$ cat config.mk
export PLATFORM = sky130hd
export DESIGN_NAME = line_rasterizer
export DESIGN_NICKNAME = d
export VERILOG_FILES = /design/src/hw/rtl/lr_pkg.sv /design/src/hw/rtl/lr_front.sv /design/src/hw/rtl/lr_queue.sv /design/src/hw/rtl/lr_back.sv /design/src/hw/rtl/line_rasterizer.sv
export SDC_FILE = /design/constraint.sdc
export NUM_CORES = 1
export LEC_CHECK = 0
export ABC_AREA = 0
export BUFFER_PORTS_ARGS = -buffer_cell sky130_fd_sc_hd__buf_2
export CORE_MARGIN = 2
export CORE_UTILIZATION = 50
export CTS_BUF_LIST = sky130_fd_sc_hd__clkbuf_8
export DETAILED_ROUTE_END_ITERATION = 8
export PLACE_DENSITY = 0.75
export SETUP_SLACK_MARGIN = 0.02
export SYNTH_ARGS = -nofsm -noshare
export SYNTH_HDL_FRONTEND = slang
export SYNTH_HIERARCHICAL = 1
export SYNTH_SLANG_ARGS = --single-unit
export TNS_END_PERCENT = 30
$ cat constraint.sdc
create_clock -name clk -period 11.6 [get_ports clk]
set_input_delay 1.74 -clock clk [delete_from_list [all_inputs] [get_ports clk]]
set_output_delay 1.74 -clock clk [all_outputs]
set_load 0.02 [all_outputs]
$ cat src/hw/rtl/lr_pkg.sv
// Shared constants and types of the line rasterizer.
// Depends on nothing; every other file of the block refers to it by scoped names.
`timescale 1ns / 1ps

package lr_pkg;

  // Fixed field widths of the stream payloads.
  localparam int COORD_W   = 6;
  localparam int COLOR_W   = 32;

  // Input tdata layout: start_x, start_y, end_x, end_y, line_color.
  localparam int IN_SX_LSB    = 0;
  localparam int IN_SY_LSB    = COORD_W;
  localparam int IN_EX_LSB    = 2 * COORD_W;
  localparam int IN_EY_LSB    = 3 * COORD_W;
  localparam int IN_COLOR_LSB = 4 * COORD_W;
  localparam int IN_DATA_W    = 4 * COORD_W + COLOR_W;

  // Output tdata layout: pixel_x, pixel_y, pixel_color, zero padding.
  localparam int OUT_USED_W = 2 * COORD_W + COLOR_W;
  localparam int OUT_DATA_W = ((OUT_USED_W + 7) / 8) * 8;
  localparam int OUT_PAD_W  = OUT_DATA_W - OUT_USED_W;

  // Back-end sequencer states.
  typedef enum logic {
    BK_IDLE,
    BK_RUN
  } bk_state_t;

  // Status of the segment queue as seen by its neighbours.
  typedef struct packed {
    logic full;
    logic empty;
  } q_status_t;

endpackage

$ cat src/hw/rtl/lr_front.sv
// Front end of the line rasterizer: accepts segments and classifies them.
// Works out the major axis, the start of the span and the step of the minor axis.
// Depends on lr_pkg.
`timescale 1ns / 1ps

module lr_front #(
  parameter int CB = 6
) (
  input  logic                          in_tvalid,
  output logic                          in_tready,
  input  logic [lr_pkg::IN_DATA_W-1:0]  in_tdata,
  input  lr_pkg::q_status_t             q_status,
  output logic                          push,
  output logic [CB-1:0]                 seg_lo,
  output logic [CB-1:0]                 seg_minor0,
  output logic [CB-1:0]                 seg_dmaj,
  output logic signed [CB:0]            seg_dmin,
  output logic                          seg_ymaj,
  output logic [lr_pkg::COLOR_W-1:0]    seg_color
);

  logic [CB-1:0]        sx, sy, ex, ey;
  logic signed [CB:0]   dx, dy, ndx, ndy;
  logic [CB-1:0]        adx, ady;
  logic signed [CB:0]   dmaj_s, dmin_s;
  logic                 rev;

  // Only the low coordinate bits take part.
  assign sx = in_tdata[lr_pkg::IN_SX_LSB +: CB];
  assign sy = in_tdata[lr_pkg::IN_SY_LSB +: CB];
  assign ex = in_tdata[lr_pkg::IN_EX_LSB +: CB];
  assign ey = in_tdata[lr_pkg::IN_EY_LSB +: CB];
  assign seg_color = in_tdata[lr_pkg::IN_COLOR_LSB +: lr_pkg::COLOR_W];

  // Signed deltas and their magnitudes.
  assign dx  = $signed({1'b0, ex}) - $signed({1'b0, sx});
  assign dy  = $signed({1'b0, ey}) - $signed({1'b0, sy});
  assign ndx = -dx;
  assign ndy = -dy;
  assign adx = dx[CB] ? ndx[CB-1:0] : dx[CB-1:0];
  assign ady = dy[CB] ? ndy[CB-1:0] : dy[CB-1:0];

  // Axis choice: x is major only when dx is nonzero and the slope is at most one.
  assign seg_ymaj = (dx == '0) || (ady > adx);

  assign dmaj_s   = seg_ymaj ? dy : dx;
  assign dmin_s   = seg_ymaj ? dx : dy;
  assign rev      = dmaj_s[CB];
  assign seg_dmaj = seg_ymaj ? ady : adx;
  assign seg_dmin = rev ? -dmin_s : dmin_s;

  // A reversed segment starts at its end point, where the remainder is zero.
  always_comb begin
    if (seg_ymaj) begin
      seg_lo     = rev ? ey : sy;
      seg_minor0 = rev ? ex : sx;
    end else begin
      seg_lo     = rev ? ex : sx;
      seg_minor0 = rev ? ey : sy;
    end
  end

  // Segments with an empty span are taken and dropped here.
  assign in_tready = !q_status.full;
  assign push      = in_tvalid && !q_status.full && (seg_dmaj != '0);

endmodule

$ cat src/hw/rtl/lr_queue.sv
// Short register queue that holds classified segments between front and back end.
// Depends on lr_pkg for the status type.
`timescale 1ns / 1ps

module lr_queue #(
  parameter int W     = 8,
  parameter int DEPTH = 2
) (
  input  logic              clk,
  input  logic              rst_n,
  input  logic              push,
  input  logic [W-1:0]      din,
  input  logic              pop,
  output logic [W-1:0]      dout,
  output lr_pkg::q_status_t status
);

  localparam int AW = (DEPTH > 1) ? $clog2(DEPTH) : 1;
  localparam int CW = $clog2(DEPTH + 1);

  logic [W-1:0]  mem_r [DEPTH];
  logic [AW-1:0] wr_ptr_r, wr_ptr_nxt;
  logic [AW-1:0] rd_ptr_r, rd_ptr_nxt;
  logic [CW-1:0] count_r, count_nxt;
  logic          do_push, do_pop;

  assign status.full  = (count_r == CW'(DEPTH));
  assign status.empty = (count_r == '0);
  assign do_push      = push && !status.full;
  assign do_pop       = pop && !status.empty;
  assign dout         = mem_r[rd_ptr_r];

  // Pointer and fill count update.
  always_comb begin
    wr_ptr_nxt = wr_ptr_r;
    rd_ptr_nxt = rd_ptr_r;
    count_nxt  = count_r;
    if (do_push) begin
      wr_ptr_nxt = (wr_ptr_r == AW'(DEPTH - 1)) ? '0 : wr_ptr_r + 1'b1;
    end
    if (do_pop) begin
      rd_ptr_nxt = (rd_ptr_r == AW'(DEPTH - 1)) ? '0 : rd_ptr_r + 1'b1;
    end
    if (do_push && !do_pop) begin
      count_nxt = count_r + 1'b1;
    end else if (do_pop && !do_push) begin
      count_nxt = count_r - 1'b1;
    end
  end

  always_ff @(posedge clk) begin
    if (!rst_n) begin
      wr_ptr_r <= '0;
      rd_ptr_r <= '0;
      count_r  <= '0;
    end else begin
      wr_ptr_r <= wr_ptr_nxt;
      rd_ptr_r <= rd_ptr_nxt;
      count_r  <= count_nxt;
    end
  end

  // Storage needs no reset.
  always_ff @(posedge clk) begin
    if (do_push) begin
      mem_r[wr_ptr_r] <= din;
    end
  end

endmodule

$ cat src/hw/rtl/lr_back.sv
// Rasterizer back end: steps a segment a pixel per cycle while its output slot is free.
// Keeps the minor coordinate and remainder incrementally and drives the output register.
// Depends on lr_pkg.
`timescale 1ns / 1ps

module lr_back #(
  parameter int CB = 6
) (
  input  logic                        clk,
  input  logic                        rst_n,
  input  logic                        q_valid,
  output logic                        pop,
  input  logic [CB-1:0]               seg_lo,
  input  logic [CB-1:0]               seg_minor0,
  input  logic [CB-1:0]               seg_dmaj,
  input  logic signed [CB:0]          seg_dmin,
  input  logic                        seg_ymaj,
  input  logic [lr_pkg::COLOR_W-1:0]  seg_color,
  output logic                        out_valid,
  input  logic                        out_ready,
  output logic [lr_pkg::COORD_W-1:0]  pixel_x,
  output logic [lr_pkg::COORD_W-1:0]  pixel_y,
  output logic [lr_pkg::COLOR_W-1:0]  pixel_color,
  output logic                        last_pixel
);

  localparam int OW = lr_pkg::COORD_W;

  lr_pkg::bk_state_t state_r, state_nxt;

  // Segment being drawn.
  logic [CB-1:0]               major_r, major_nxt;
  logic [CB-1:0]               minor_r, minor_nxt;
  logic [CB-1:0]               err_r, err_nxt;
  logic [CB-1:0]               rem_r, rem_nxt;
  logic [CB-1:0]               dmaj_r, dmaj_nxt;
  logic signed [CB:0]          dmin_r, dmin_nxt;
  logic                        ymaj_r, ymaj_nxt;
  logic [lr_pkg::COLOR_W-1:0]  color_r, color_nxt;

  // Output register.
  logic                        ovalid_r, ovalid_nxt;
  logic [OW-1:0]               ox_r, ox_nxt;
  logic [OW-1:0]               oy_r, oy_nxt;
  logic [lr_pkg::COLOR_W-1:0]  ocolor_r, ocolor_nxt;
  logic                        olast_r, olast_nxt;

  logic                        slot_free, emit;
  logic signed [CB+1:0]        sum, dmaj_ext, sum_lo, sum_hi;

  assign slot_free = !ovalid_r || out_ready;

  // Remainder step: one add, one correction in either direction.
  assign dmaj_ext = $signed({2'b00, dmaj_r});
  assign sum      = $signed({2'b00, err_r}) + $signed({dmin_r[CB], dmin_r});
  assign sum_hi   = sum - dmaj_ext;
  assign sum_lo   = sum + dmaj_ext;

  // Sequencer: load a segment from the queue, then emit its pixels.
  always_comb begin
    state_nxt = state_r;
    pop       = 1'b0;
    emit      = 1'b0;
    major_nxt = major_r;
    minor_nxt = minor_r;
    err_nxt   = err_r;
    rem_nxt   = rem_r;
    dmaj_nxt  = dmaj_r;
    dmin_nxt  = dmin_r;
    ymaj_nxt  = ymaj_r;
    color_nxt = color_r;
    unique case (state_r)
      lr_pkg::BK_IDLE: begin
        if (q_valid) begin
          pop       = 1'b1;
          major_nxt = seg_lo;
          minor_nxt = seg_minor0;
          err_nxt   = '0;
          rem_nxt   = seg_dmaj;
          dmaj_nxt  = seg_dmaj;
          dmin_nxt  = seg_dmin;
          ymaj_nxt  = seg_ymaj;
          color_nxt = seg_color;
          state_nxt = lr_pkg::BK_RUN;
        end
      end
      lr_pkg::BK_RUN: begin
        if (slot_free) begin
          emit      = 1'b1;
          major_nxt = major_r + 1'b1;
          rem_nxt   = rem_r - 1'b1;
          priority if (sum >= dmaj_ext) begin
            err_nxt   = sum_hi[CB-1:0];
            minor_nxt = minor_r + 1'b1;
          end else if (sum < 0) begin
            err_nxt   = sum_lo[CB-1:0];
            minor_nxt = minor_r - 1'b1;
          end else begin
            err_nxt   = sum[CB-1:0];
          end
          if (rem_r == CB'(1)) begin
            state_nxt = lr_pkg::BK_IDLE;
          end
        end
      end
      default: begin
        state_nxt = lr_pkg::BK_IDLE;
      end
    endcase
  end

  // Output register: loads on emit, empties when taken.
  always_comb begin
    ovalid_nxt = ovalid_r;
    ox_nxt     = ox_r;
    oy_nxt     = oy_r;
    ocolor_nxt = ocolor_r;
    olast_nxt  = olast_r;
    if (emit) begin
      ovalid_nxt = 1'b1;
      ox_nxt     = OW'(ymaj_r ? minor_r : major_r);
      oy_nxt     = OW'(ymaj_r ? major_r : minor_r);
      ocolor_nxt = color_r;
      olast_nxt  = (rem_r == CB'(1));
    end else if (out_ready) begin
      ovalid_nxt = 1'b0;
    end
  end

  always_ff @(posedge clk) begin
    if (!rst_n) begin
      state_r  <= lr_pkg::BK_IDLE;
      ovalid_r <= 1'b0;
    end else begin
      state_r  <= state_nxt;
      ovalid_r <= ovalid_nxt;
    end
  end

  always_ff @(posedge clk) begin
    major_r  <= major_nxt;
    minor_r  <= minor_nxt;
    err_r    <= err_nxt;
    rem_r    <= rem_nxt;
    dmaj_r   <= dmaj_nxt;
    dmin_r   <= dmin_nxt;
    ymaj_r   <= ymaj_nxt;
    color_r  <= color_nxt;
    ox_r     <= ox_nxt;
    oy_r     <= oy_nxt;
    ocolor_r <= ocolor_nxt;
    olast_r  <= olast_nxt;
  end

  assign out_valid   = ovalid_r;
  assign pixel_x     = ox_r;
  assign pixel_y     = oy_r;
  assign pixel_color = ocolor_r;
  assign last_pixel  = olast_r;

endmodule

$ cat src/hw/rtl/line_rasterizer.sv
// Line rasterizer: a segment is taken whenever the queue has room; its first pixel
// passes through the queue, the back end's segment registers and then the output register.
// The back end emits one pixel per cycle while the output register has room, and loads
// each segment from the queue in its idle state before it steps that segment's pixels.
// Segments with an empty span are taken and produce nothing.
// Synchronous active-low reset empties the queue and the output register; no clearing pass.
`timescale 1ns / 1ps

module line_rasterizer #(
  parameter int COORD_BITS  = 6,
  parameter int QUEUE_DEPTH = 2
) (
  input  logic                           clk,
  input  logic                           rst_n,
  input  logic                           in_tvalid,
  output logic                           in_tready,
  // start_x[5:0], start_y[11:6], end_x[17:12], end_y[23:18], line_color[55:24]
  input  logic [lr_pkg::IN_DATA_W-1:0]   in_tdata,
  output logic                           out_tvalid,
  input  logic                           out_tready,
  // pixel_x[5:0], pixel_y[11:6], pixel_color[43:12], zero padding[47:44]
  output logic [lr_pkg::OUT_DATA_W-1:0]  out_tdata,
  // last_pixel
  output logic                           out_tlast
);

  localparam int CB    = COORD_BITS;
  localparam int SEG_W = lr_pkg::COLOR_W + 1 + (CB + 1) + 3 * CB;

  lr_pkg::q_status_t            q_status;
  logic                         push, pop;
  logic [CB-1:0]                f_lo, f_minor0, f_dmaj;
  logic signed [CB:0]           f_dmin;
  logic                         f_ymaj;
  logic [lr_pkg::COLOR_W-1:0]   f_color;
  logic [CB-1:0]                b_lo, b_minor0, b_dmaj;
  logic signed [CB:0]           b_dmin;
  logic                         b_ymaj;
  logic [lr_pkg::COLOR_W-1:0]   b_color;
  logic [SEG_W-1:0]             q_din, q_dout;
  logic [lr_pkg::COORD_W-1:0]   pixel_x, pixel_y;
  logic [lr_pkg::COLOR_W-1:0]   pixel_color;

  lr_front #(
    .CB (CB)
  ) u_front (
    .in_tvalid  (in_tvalid),
    .in_tready  (in_tready),
    .in_tdata   (in_tdata),
    .q_status   (q_status),
    .push       (push),
    .seg_lo     (f_lo),
    .seg_minor0 (f_minor0),
    .seg_dmaj   (f_dmaj),
    .seg_dmin   (f_dmin),
    .seg_ymaj   (f_ymaj),
    .seg_color  (f_color)
  );

  // Segment record packed for the queue.
  assign q_din = {f_color, f_ymaj, f_dmin, f_dmaj, f_minor0, f_lo};

  lr_queue #(
    .W     (SEG_W),
    .DEPTH (QUEUE_DEPTH)
  ) u_queue (
    .clk    (clk),
    .rst_n  (rst_n),
    .push   (push),
    .din    (q_din),
    .pop    (pop),
    .dout   (q_dout),
    .status (q_status)
  );

  assign {b_color, b_ymaj, b_dmin, b_dmaj, b_minor0, b_lo} = q_dout;

  lr_back #(
    .CB (CB)
  ) u_back (
    .clk         (clk),
    .rst_n       (rst_n),
    .q_valid     (!q_status.empty),
    .pop         (pop),
    .seg_lo      (b_lo),
    .seg_minor0  (b_minor0),
    .seg_dmaj    (b_dmaj),
    .seg_dmin    (b_dmin),
    .seg_ymaj    (b_ymaj),
    .seg_color   (b_color),
    .out_valid   (out_tvalid),
    .out_ready   (out_tready),
    .pixel_x     (pixel_x),
    .pixel_y     (pixel_y),
    .pixel_color (pixel_color),
    .last_pixel  (out_tlast)
  );

  assign out_tdata = {{lr_pkg::OUT_PAD_W{1'b0}}, pixel_color, pixel_y, pixel_x};

endmodule

==> results of run 1 <==
## power groups by stage
stage          Combinational, mW  Sequential [mW]  Clock, mW
3_3_place_gp                1.86             1.63          0
2_1_floorplan               1.40             1.66          0
4_1_cts                     1.90             1.63      0.735
5_1_grt                     2.10             1.66      0.774
3_5_place_dp                1.88             1.64          0
6_report                    1.90             1.62      0.717
## state kept, by name, indices dropped and copies added (netlist names), 7 cells and up, named ones only
signal,flops
u_back/pixel_color,32
u_back/dmin_r,7
u_back/color_r,32
u_queue/mem_r,116
## cells in the final DEF (no fill, tap or decap), types with 4 or more instances in the layout
cell	instances
nor3_1	6
nor2b_1	4
conb_1	4
xor2_1	16
o21ai_1	4
xnor2_1	21
clkinv_1	8
a21oi_1	37
buf_4	6
dfxtp_1	6
nand3_1	13
o21a_1	8
nand2b_1	11
fa_1	5
a211oi_1	11
o21ai_0	20
nor2_1	53
a21o_1	11
mux2i_1	24
o211ai_1	6
and3_1	9
inv_2	4
inv_1	54
o22ai_1	5
buf_2	106
clkbuf_8	41
nand2_1	26
edfxtp_1	231
or3_1	7
mux2_2	53
mux2_1	20
ha_1	42
## final cells by class
| type | instances | share of cell area, % |
|---|---|---|
| Sequential cell | 238 | 55.3 |
| Clock buffer | 41 | 4.41 |
| Timing Repair Buffer | 112 | 4.50 |
| Inverter | 49 | 1.44 |
| Clock inverter | 26 | 1.56 |
| Multi-Input combinational cell | 480 | 30.0 |
| Tap cell | 285 | 2.79 |
## per-stage QoR
step | utilization, % | setup WS (ns) | cells
after CTS | 56.7 | 4.28 | 1231
after detailed placement | 53.3 | 3.74 | 1164
after global placement | 53.3 | 3.84 | 1164
final | 56.7 | 4.28 | 1231
after global routing | 56.7 | 3.86 | 1231
after floorplan | - | 3.68 | 824
## logic make-up after synthesis
kind of cell / count (synthesis)
simple gates: 150
flops: 238
fa+ha+maj: 47
buf+inv: 106
compound gates: 142
other cells: 1
xor+xnor: 40
mux: 97
## worst paths after layout
kind / startpoint / end / slack [ns] / cells past startpoint
min: u_back/color_r[3]$_DFFE_PP_ / u_back/pixel_color[3]$_DFFE_PP_ / 0.42 / 0
max reg2reg: u_back/err_r[1]$_SDFFCE_PN0P_ / u_back/minor_r[4]$_DFFE_PP_ / 7.07 / 16
min reg2reg: u_back/color_r[3]$_DFFE_PP_ / u_back/pixel_color[3]$_DFFE_PP_ / 0.42 / 0
max: in_tdata[12] / u_queue/mem_r[0][25]$_DFFE_PP_ / 4.28 / 22
## metal layers
layer  up-vias  track usage [%]  wire, µm
met5         -                0         8
met4         2             5.46       418
met3        37             4.26      1390
met2       210             29.0     10300
met1      3220             25.0      9700
li1       3234                -         -
==> reports/qor.yml, run 1 <==
status: "complete, no violations"
synth-seq-cells: 238
wl_per_cell_um: 17.7
cpMostUsedCell: "inv_1"
slowest_stage: "nor2_2"
setup.worst_path.start_class: "primary input"
avgSynthCellArea_um2: 14.0
syn2layout_area_growth_pct: 11.6
grt_pass1_wl_um: 34300
drtAntennaViolNets: 0
rows: 55
clockBufferDepth: 3
cp_max_fo: 43
hold_path.class: "register to register"
fin_area_mm2: 0.0128
postCtsSetupRepairBufs: 0
seqCellArea_mm2: 0.00708
synth_edf_count: 231
synth-async-reset-ratio_pct: 0
die_h_um: 155
hold_violations: 0
core_area_mm2: 0.0226
rsz0062_at_grt: "no"
synth_mux_area_share_pct: 9.27
synth-xor-area-share_pct: 3.25
synthSimpleGateAreaFrac_pct: 6.53
tightestPinTransition_ns: 1.06
synth_compound_area_share_pct: 8.74
p_total_mw: 4.24
io_pins: 111
cts_buffers: 38
switchingPower_mw: 1.63
synth_top_family_by_area: "multiplexers"
finalSetupViolations: 0
combPwrFrac_pct: 44.8
synthCells: 821
seq_power_share_pct: 38.3
synth_commonest_cells: "edfxtp_1 (231), mux2_2 (53), nor2_1 (53)"
required_ns: 11.76
clk_latency_ns: 0.54
cts.clk_slew.worst_paths_ns: 0.06
antenna_cells: 0
clkPwrFrac_pct: 16.9
synthTopCellsByArea: "edfxtp_1 (61%), mux2_2 (5.2%), ha_1 (4.6%)"
worstPathCellList: "buf_2 -> inv_1 -> ha_1 -> inv_1 -> fa_1 -> a211oi_2 -> nor2_1 -> xor2_1 -> or3_1 -> nand2_1 -> xnor2_1 -> ha_1 -> nand4_1 -> inv_1 -> and3_1 -> nor2_1 -> nor2_2 -> o311a_1 -> a32o_1 -> inv_1 -> nor3_4 -> buf_4"
yosysTopAreaCell: "edfxtp_1"
power.leakage_nw: 4.91
post-synth-top-count-cell: "edfxtp_1"
tns_ns: 0
netlist.area_leader.share_pct: 60.5
drive_gt1_share_pct: 26.2
drc: 0
grt.overflow.total: 0
start_util_pct: 50.8
hpwl_um: 14700
yosysUniqueCellTypes: 76
synthAdderAreaFrac_pct: 5.46
sw_frac_of_total_pct: 38.4
slew_violations: 0
grt_pass1_vias: 6388
synthesis.area_mm2: 0.0115
antenna_found_initial: 2
power_density_mw_per_mm2: 331
drt-initial-drc-count: 434
cts_resized: 0
fin_skew_ns: 0.0252
wl_um: 21800
finalCriticalPeriod_ns: 7.32
multiInputGateArea_mm2: 0.00383
cts_sinks: 238
path_class: "primary input to register"
htreeDepth: 2
fmax_mhz: 137
max_slew_margin_pct: 29.0
slowest_delay_ns: 0.84
critPathTopFamily: "simple AND/OR/NAND/NOR gates"
internal-power_mw: 2.61
timing.final.crit_share_pct: 63.1
cts_tree: "built"
die_width_um: 155
dr.pass1.iters: 6
portBuffers: 106
ys.flop_type: "edfxtp_1"
layout.filler_cells: 1781
dieArea_mm2: 0.0242
cp.arrival_ns: 7.47
endpoint_kind: "register"
cap_violations: 0
cts-root-buf: "clkbuf_8"
yosys_warnings: 6
whs_ns: 0.416
final_nets: 1026
yosysSeqAreaShare_pct: 61.7
place_area_mm2: 0.0120
gp_congestion: 0.879
grt_usage_pct: 18.2
timing.critical_path.buf_inv: 6
vias_per_cell: 5.45
via_count: 6703
grt_max_degree: 59
max-vdd-ir-drop_mv: 0.146
cts_hold_buf: 0
No activity file was read; power rests on OpenSTA's default activity.
==> run 2, diff against run 1 <==
Settings changed: PLACE_DENSITY 0.75 to 0.78.
Clock period 11.6 ns to 6.2 ns, I/O delays scaled along.
==> run 2 against run 1 <==
Non-clock buffer count rose by 9. Combinational power increased by 91%. Worst setup slack got worse by 3.5 ns. Die area stayed put. Routed wire length increased by 1.3%. Cell count increased by 0.57%. Via count rose by 0.79%. First-iteration DRC count down 5.8%. Core utilization up 0.066 points. Register-to-register slack got worse by 5.4 ns. Design area rose by 0.12%.
==> reports/qor.yml, run 2 (synthesis results as in run 1) <==
status: "complete, no violations"
max_slew_margin_pct: 30.1
path_class: "primary input to register"
rows: 55
top_register: "u_queue/mem_r"
cts-root-buf: "clkbuf_8"
wl_per_cell_um: 17.8
clockBufferDepth: 3
reg2reg_from: "u_back/err_r[1]$_SDFFCE_PN0P_"
final_nets: 1035
max-vdd-ir-drop_mv: 0.279
antenna_found_initial: 1
cts_tree: "built"
endpoint_kind: "register"
cts_buffers: 38
via_count: 6756
cp.arrival_ns: 5.84
wl_um: 22100
dieArea_mm2: 0.0242
hold_violations: 0
die_width_um: 155
syn2layout_area_growth_pct: 11.7
required_ns: 6.66
finalSetupViolations: 0
largest_register_ffs: 116
cts_sinks: 238
layout_commonest_cell: "edfxtp_1"
core_area_mm2: 0.0226
r2r_setup_slack_ns: 1.68
hpwl_um: 15400
grt_pass1_wl_um: 34900
holdPathStages: 0
post-route-util_pct: 56.7
final_cells: 1238
finalCriticalPeriod_ns: 5.38
clk_latency_ns: 0.54
critPathLaunch: "in_tdata[12]"
grt_usage_pct: 18.5
power_density_mw_per_mm2: 618
tns_ns: 0
vias_per_cell: 5.46
worstHoldStart: "u_back/color_r[23]$_DFFE_PP_"
grt_pass1_vias: 6736
grt_max_degree: 48
fmax_mhz: 186
gp_congestion: 0.898
setup.worst_path.start_class: "primary input"
layout_common_cells: "edfxtp_1 (231), buf_2 (106), inv_1 (59)"
power.leakage_nw: 4.93
drc: 0
cts_hold_buf: 0
r2r.worst_path.cells: 16
rsz0062_at_grt: "no"
p_total_mw: 7.91
postCtsSetupRepairBufs: 0
portBuffers: 106
die_h_um: 155
slew_violations: 0
drt-initial-drc-count: 409
start_util_pct: 50.8
drtAntennaViolNets: 0
cap_violations: 0
drive_gt1_share_pct: 26.5
tightestPinTransition_ns: 1.05
layout.filler_cells: 1828
fin_skew_ns: 0.0290
htreeDepth: 2
rr_endpoint: "u_back/minor_r[4]$_DFFE_PP_"
io_pins: 111
cts.clk_slew.worst_paths_ns: 0.06
grt.overflow.total: 0
cts_resized: 0
placedCellCount: 1173
dr.pass1.iters: 6
hold_path.class: "register to register"
hold_end: "u_back/pixel_color[23]$_DFFE_PP_"
cp_max_fo: 6
timing.final.crit_share_pct: 86.7
## run 2: changes by cell type in the layout (fill, tap and decap cells not counted), sizes merged
cell,change
buf,+9
clkinv,-4
inv,+4
bufinv,-2
clkbuf,-2
clkinvlp,+1
diode,+1
## run 2: worst max path at each step
stage	cells past startpoint	end
global placement	26	u_queue/count_r[1]$_SDFFE_PN0P_
finish	24	u_queue/count_r[1]$_SDFFE_PN0P_
CTS	24	u_queue/count_r[1]$_SDFFE_PN0P_
floorplan	20	u_queue/mem_r[0][0]$_DFFE_PP_
global route	24	u_queue/count_r[1]$_SDFFE_PN0P_
detailed placement	26	u_queue/count_r[1]$_SDFFE_PN0P_
## run 2: power breakdown
group | switching [mW] | internal, mW | leakage [nW] | total (mW)
logic | 2.22 | 1.41 | 2.30 | 3.63
clock network | 0.577 | 0.629 | 0.397 | 1.21
registers | 0.280 | 2.79 | 2.23 | 3.07
total | 3.07 | 4.84 | 4.93 | 7.91
## run 2: worst max-delay path, cell delays in order
cell      delay, ns
buf_2          0.09
inv_1          0.06
ha_1           0.15
inv_1          0.05
fa_1           0.44
xor2_2         0.31
nor2_1         0.07
mux2i_1        0.43
or3_1          0.22
nand2_1        0.07
xnor2_1        0.27
ha_1           0.30
nand4_1        0.14
inv_1          0.07
and3_1         0.20
o32ai_2        0.22
o22ai_1        0.14
a21oi_1        0.35
a32o_1         0.27
inv_1          0.10
nor2_1         0.17
ha_1           0.29
or3_1          0.35
a21boi_1       0.14
## run 2: area by class of cell
type | count | area [µm²] | share of cell area (%)
antenna | 1 | 2.50 | 0.0195
clock buffer | 39 | 537 | 4.19
clock inverter | 25 | 148 | 1.15
inverter | 49 | 184 | 1.44
multi-input combinational | 480 | 3830 | 29.9
sequential | 238 | 7080 | 55.3
tap | 285 | 357 | 2.78
timing repair buffer | 121 | 668 | 5.22
## run 2: layer usage
metal  up-vias  track usage (%)  wire, µm
li1       3239                -         -
met1      3267             24.4      9740
met2       213             30.4     10400
met3        37             4.18      1370
met4         0             6.33       509
met5         -                0         0
## run 2: per-stage QoR
step	hold slack, ns	cell area [µm²]	setup WS (ns)
final	0.416	12800	0.822
after global routing	0.423	12800	0.457
after CTS	0.419	12800	0.930
after detailed placement	0.405	12100	0.414
after global placement	0.401	12100	0.473
after floorplan	0.400	11500	0.0278
